**src/hw/rtl/wti_pkg.sv**
```systemverilog
`timescale 1ns / 1ps
// ----------------------------------------------------------------------------
// wti_pkg
// Shared constants, types and codes of the wavetable oscillator.
// ----------------------------------------------------------------------------
package wti_pkg;

  localparam int TABLE_BITS  = 9;
  localparam int SAMPLE_BITS = 16;
  localparam int FRAC_BITS   = 16;
  localparam int PHASE_BITS  = TABLE_BITS + FRAC_BITS;
  localparam int GAIN_FRAC   = 12;

  localparam int STEP_BITS  = 25;
  localparam int SCALE_BITS = 16;
  localparam int GAIN_BITS  = 16;

  localparam int CFG_IDX_BITS  = 2;
  localparam int CFG_DATA_BITS = STEP_BITS;

  localparam int IN_FIELD_BITS = SAMPLE_BITS + TABLE_BITS + SAMPLE_BITS;
  localparam int IN_DATA_BITS  = ((IN_FIELD_BITS + 7) / 8) * 8;
  localparam int OUT_DATA_BITS = ((SAMPLE_BITS + 7) / 8) * 8;

  localparam int MIX_BITS   = SAMPLE_BITS + FRAC_BITS + 1;
  localparam int MUL_A_BITS = MIX_BITS;
  localparam int MUL_B_MAG  = (FRAC_BITS > GAIN_BITS) ? FRAC_BITS :
                              ((GAIN_BITS > SCALE_BITS) ? GAIN_BITS : SCALE_BITS);
  localparam int MUL_B_BITS = MUL_B_MAG + 1;
  localparam int PROD_BITS  = MUL_A_BITS + MUL_B_BITS;
  localparam int OUT_SHIFT  = FRAC_BITS + GAIN_FRAC;

  localparam logic [STEP_BITS-1:0]  PHASE_STEP_RESET = STEP_BITS'(761);
  localparam logic [SCALE_BITS-1:0] MOD_SCALE_RESET  = SCALE_BITS'(761);
  localparam logic [GAIN_BITS-1:0]  GAIN_RESET       = GAIN_BITS'(4096);

  localparam logic [CFG_IDX_BITS-1:0] REG_PHASE_STEP  = 2'd0;
  localparam logic [CFG_IDX_BITS-1:0] REG_MOD_SCALE   = 2'd1;
  localparam logic [CFG_IDX_BITS-1:0] REG_GAIN_LINEAR = 2'd2;

  localparam logic ACT_TICK  = 1'b0;
  localparam logic ACT_WRITE = 1'b1;

  typedef enum logic [2:0] {
    ST_IDLE,
    ST_PHASE,
    ST_READ,
    ST_FRAC,
    ST_MIX,
    ST_GAIN,
    ST_DONE
  } state_t;

  typedef enum logic [1:0] {
    MUL_MOD,
    MUL_FRAC,
    MUL_GAIN
  } mul_sel_t;

  typedef struct packed {
    logic     mem_we;
    logic     mul_en;
    mul_sel_t mul_sel;
    logic     phase_en;
    logic     rd_en;
    logic     mix_en;
    logic     out_load;
  } cmd_t;

  typedef struct packed {
    logic out_busy;
  } status_t;

endpackage

```
**src/hw/rtl/wti_ctrl.sv**
```systemverilog
`timescale 1ns / 1ps
// ----------------------------------------------------------------------------
// wti_ctrl
// Sequencer of the oscillator: accepts beats and steps the datapath.
// ----------------------------------------------------------------------------
module wti_ctrl (
  input  logic             clk,
  input  logic             rst,
  input  logic             s_tvalid,
  output logic             s_tready,
  input  logic             s_tuser,
  input  wti_pkg::status_t status,
  output wti_pkg::cmd_t    cmd
);

  wti_pkg::state_t state;
  wti_pkg::state_t state_next;
  logic            accept;

  assign s_tready = (state == wti_pkg::ST_IDLE);
  assign accept   = s_tvalid && s_tready;

  always_ff @(posedge clk) begin
    if (rst) begin
      state <= wti_pkg::ST_IDLE;
    end else begin
      state <= state_next;
    end
  end

  always_comb begin
    state_next = state;
    unique case (state)
      wti_pkg::ST_IDLE: begin
        if (accept && (s_tuser == wti_pkg::ACT_TICK)) begin
          state_next = wti_pkg::ST_PHASE;
        end
      end
      wti_pkg::ST_PHASE: state_next = wti_pkg::ST_READ;
      wti_pkg::ST_READ:  state_next = wti_pkg::ST_FRAC;
      wti_pkg::ST_FRAC:  state_next = wti_pkg::ST_MIX;
      wti_pkg::ST_MIX:   state_next = wti_pkg::ST_GAIN;
      wti_pkg::ST_GAIN:  state_next = wti_pkg::ST_DONE;
      wti_pkg::ST_DONE: begin
        if (!status.out_busy) begin
          state_next = wti_pkg::ST_IDLE;
        end
      end
      default: state_next = wti_pkg::ST_IDLE;
    endcase
  end

  always_comb begin
    cmd = '0;
    cmd.mul_sel = wti_pkg::MUL_MOD;
    unique case (state)
      wti_pkg::ST_IDLE: begin
        cmd.mem_we  = accept && (s_tuser == wti_pkg::ACT_WRITE);
        cmd.mul_en  = accept && (s_tuser == wti_pkg::ACT_TICK);
        cmd.mul_sel = wti_pkg::MUL_MOD;
      end
      wti_pkg::ST_PHASE: cmd.phase_en = 1'b1;
      wti_pkg::ST_READ:  cmd.rd_en = 1'b1;
      wti_pkg::ST_FRAC: begin
        cmd.mul_en  = 1'b1;
        cmd.mul_sel = wti_pkg::MUL_FRAC;
      end
      wti_pkg::ST_MIX: cmd.mix_en = 1'b1;
      wti_pkg::ST_GAIN: begin
        cmd.mul_en  = 1'b1;
        cmd.mul_sel = wti_pkg::MUL_GAIN;
      end
      wti_pkg::ST_DONE: cmd.out_load = !status.out_busy;
      default: cmd = '0;
    endcase
  end

endmodule

```
**config.mk**
```make
export PLATFORM = sky130hd
export DESIGN_NAME = wti_ctrl
export DESIGN_NICKNAME = d
export VERILOG_FILES = /design/src/hw/rtl/wti_pkg.sv /design/src/hw/rtl/wti_ctrl.sv
export SDC_FILE = /design/constraint.sdc
export NUM_CORES = 1
export LEC_CHECK = 0
export CAP_MARGIN = 20
export CELL_PAD_IN_SITES_DETAIL_PLACEMENT = 0
export CELL_PAD_IN_SITES_GLOBAL_PLACEMENT = 2
export CORE_AREA = 2 2 39 41
export DETAILED_ROUTE_END_ITERATION = 10
export DIE_AREA = 0 0 41 43
export DONT_BUFFER_PORTS = 1
export PLACE_DENSITY = 0.55
export SETUP_SLACK_MARGIN = 0.15
export SLEW_MARGIN = 10
export SYNTH_ARGS = -nofsm -noshare
export SYNTH_HDL_FRONTEND = slang
export SYNTH_SLANG_ARGS = --single-unit
```
**constraint.sdc**
```tcl
create_clock -name clk -period 1.1 [get_ports clk]
set_clock_uncertainty 0.1 [all_clocks]
set_input_delay 0.22 -clock clk [delete_from_list [all_inputs] [get_ports clk]]
set_output_delay 0.22 -clock clk [all_outputs]
set_load 0.005 [all_outputs]
```
==> impl_results.md <==
- CP max stage cell: dfxtp_4
- Number of buffers between clock root and the deepest sink: 2
- Total count of hold-check failures in the final report: 0
- Number of distinct library cells after synthesis: 22
- Core area: 1380 µm²
- Initial core utilization: 18.4%
- Run status: complete, but fails checks
- Initial antenna violation count: 0
- Post-synthesis instance area: 254 µm²
- Post-synthesis sequential element count: 3
- Final nets: 53
- Maximum Capacitance Violations: 0
- Final setup margin: -0.305 ns
- Max frequency: 712 MHz
- Wire length of the first global-routing pass: 1150 µm
- Transition time at the pin with the least slew margin: 0.228 ns
- Relative slew margins: 84.7%
- Final setup violation count: 11
- Peak VDD IR: 0.758 mV
- Min cycle time layout: 1.41 ns
- Wire length per cell after detailed routing: 11.7 µm
- Top delay family on crit path: flip-flops
- Chain of cells forming the critical path: inv_4 > and3_4 > a311o_1
- Sink of the worst hold path: state[0]$_SDFFE_PP0P_
- Synth top cells by count: 3 x dfxtp_1, 3 x nor2b_1, 3 x nor3_1
- Average via count per standard cell: 4.35
- FP Rows: 14
- Data required time at the worst endpoint: 0.78 ns
- Clock sinks: 3
- Min-Delay Startpoint: rst
- Number of synthesis warnings: 0
- Total clock buffers created by CTS: 3
- Initial DRC count: 2
- Cells after synthesis: 31
- Dominant cells by area after synthesis: dfxtp_1 24%, nor2b_1 7.4%, nor3_1 5.9%, buf_8 5.9%, and3_4 4.4%
- Final hold slack: 0.0488 ns
- Kind of start point of the critical path: flip-flop
- Final instance count without filler cells: 63
- Largest registers ranked by flip-flop count: state: 3 flops
- Violations in the final reports: setup timing
- Die area: 1760 µm²
- Net count of the mapped netlist: 36
- Chip Height: 43 µm
- R2R Path Start: state[1]$_SDFFE_PP0P_
- Worst Path Max Fanout: 7
- Leakage: 0.192 nW
- Source-to-sink clock delay at the later pin of the worst-skew pair: 0.23 ns
- Yosys top cell area share: 23.6%
- RePlAce Congestion: 0.738
- Final worst-path cycle share: 128%
- H-Tree Depth: 1
- Fraction of registers with async set or reset after synthesis: 0%
- Count of flip-flops with a built-in enable after synthesis: 0
- Hold Crit Depth: 2
- Chip Width: 41 µm
- Share of the yosys chip area belonging to registers: 23.6%
- Ant diodes: 0
- Clock transition time at the flip-flop clock pins of the worst setup and hold paths: 0.04 ns
- Fraction of layout instances using a drive strength above 1: 76.6%
- Root buffer selected by CTS: clkbuf_4
- Arr. time, crit path: 1.09 ns
- Number of search-and-repair iterations in the first detailed-routing pass: 2
- Final cell area excluding filler cells: 453 µm²
- Worst path buffer plus inverter count: 1
- Pin count of the biggest net entering global routing: 9
- Setup slack of the most critical reg-to-reg path: -0.10 ns
- Hold/Removal Path Class: input pin to flip-flop
- Sum of overflow across all layers after global routing: 0
- Flip-flop count of the largest register, all copies and words added: 3
- Largest stage delay on the critical path: 0.39 ns
- Type of the setup path with the least slack: flip-flop to output port
- Remaining antenna violation count after routing: 0
- Setup TNS: -2.22 ns
- Top flip-flop cell by instance count after synthesis: dfxtp_1
- Register ranked first by flip-flop count: state
- Worst reg-to-reg path cell count: 6
- Synth-to-Final Area Change: 78.3%
- HPWL after DPL: 468 µm
- CTS tree: done
- Post-route DRC violation count: 0
- Placed cell areas: 329 µm²
- Cell taking the most area after synthesis: dfxtp_1
- Via count of the first global-routing pass: 274
- Placed Cells incl. Taps: 53
- Total track usage: 9.94%
- Final Max Slew Viols: 0
- Setup repair after global routing missed its margin: yes
- Endpoint class of the critical path: output port
- Final WL: 734 µm
- Power density over cell area: 1030 nW/µm²
- Io pins: 14
- Mean cell area of the mapped netlist: 8.19 µm²
- R2R Path End: state[2]$_SDFFE_PP0P_
- Count of buffers inserted at the top-level ports: 0
- Number of vias after detailed routing: 274
==> worst register-to-register path, delay by kind of cell (launching register included) <==
kind | cells | cell delay (ns)
flip-flops | 1 | 0.39
AO/OA/AOI/OAI | 2 | 0.19
buffers and inverters | 4 | 0.39
==> logic make-up after synthesis <==
family | after synthesis | synth area share, %
simple gates | 16 | 41.9
compound gates | 6 | 16.7
buf+inv | 6 | 17.7
flops | 3 | 23.6
==> how the worst max path moves through the flow <==
stage | to | depth (start not counted) | start
floorplan | cmd[6] | 4 | state[1]$_SDFFE_PP0P_
global placement | cmd[6] | 3 | state[2]$_SDFFE_PP0P_
detailed placement | cmd[6] | 3 | state[1]$_SDFFE_PP0P_
CTS | cmd[6] | 3 | state[2]$_SDFFE_PP0P_
global route | cmd[6] | 3 | state[2]$_SDFFE_PP0P_
finish | cmd[6] | 3 | state[1]$_SDFFE_PP0P_
==> area by class of cell <==
class                   count  area (µm²)
well taps                  16        20.0
fillers                   151         931
clock buffers               4        26.3
multi-input cells          22         193
flip-flops and latches      3        71.3
repair buffers             15         126
inverters                   3        16.3
==> per-layer routing <==
metal	part of all wire [%]	track usage (%)
met1	40	12.2
met2	52	14.1
met3	7.2	5.24
met4	0	4.00
met5	0	0
==> where the power goes <==
group	total (mW)	internal, mW	switching [mW]
Sequential	0.130	0.115	0.0152
Combinational	0.141	0.0845	0.0569
Clock	0.193	0.136	0.0571
==> stage by stage <==
stage               power, mW  util [%]  worst slack, ns
global placement        0.230      23.8          -0.0860
CTS                     0.467      31.7           -0.318
finish                  0.465      32.7           -0.305
floorplan               0.209         -          -0.0997
global route            0.504      32.7           -0.348
detailed placement      0.228      23.8           -0.103
==> cells in the final DEF (no fill, tap or decap), types with 2 or more instances in the layout <==
cell,count
nor2_1,2
buf_4,11
clkbuf_4,3
inv_4,2
dfxtp_4,3
buf_6,3
a21oi_2,2
and3_4,2
nor2b_1,2
nor3_2,2
==> timing repair <==
action,in CTS,in global routing
setup buffers,4,1
pin swaps,6,0
setup endpoints to repair,12,12
hold endpoints to repair,2,0
hold buffers,1,0
resized for setup,13,2
Power figures use the tool's default switching activity.
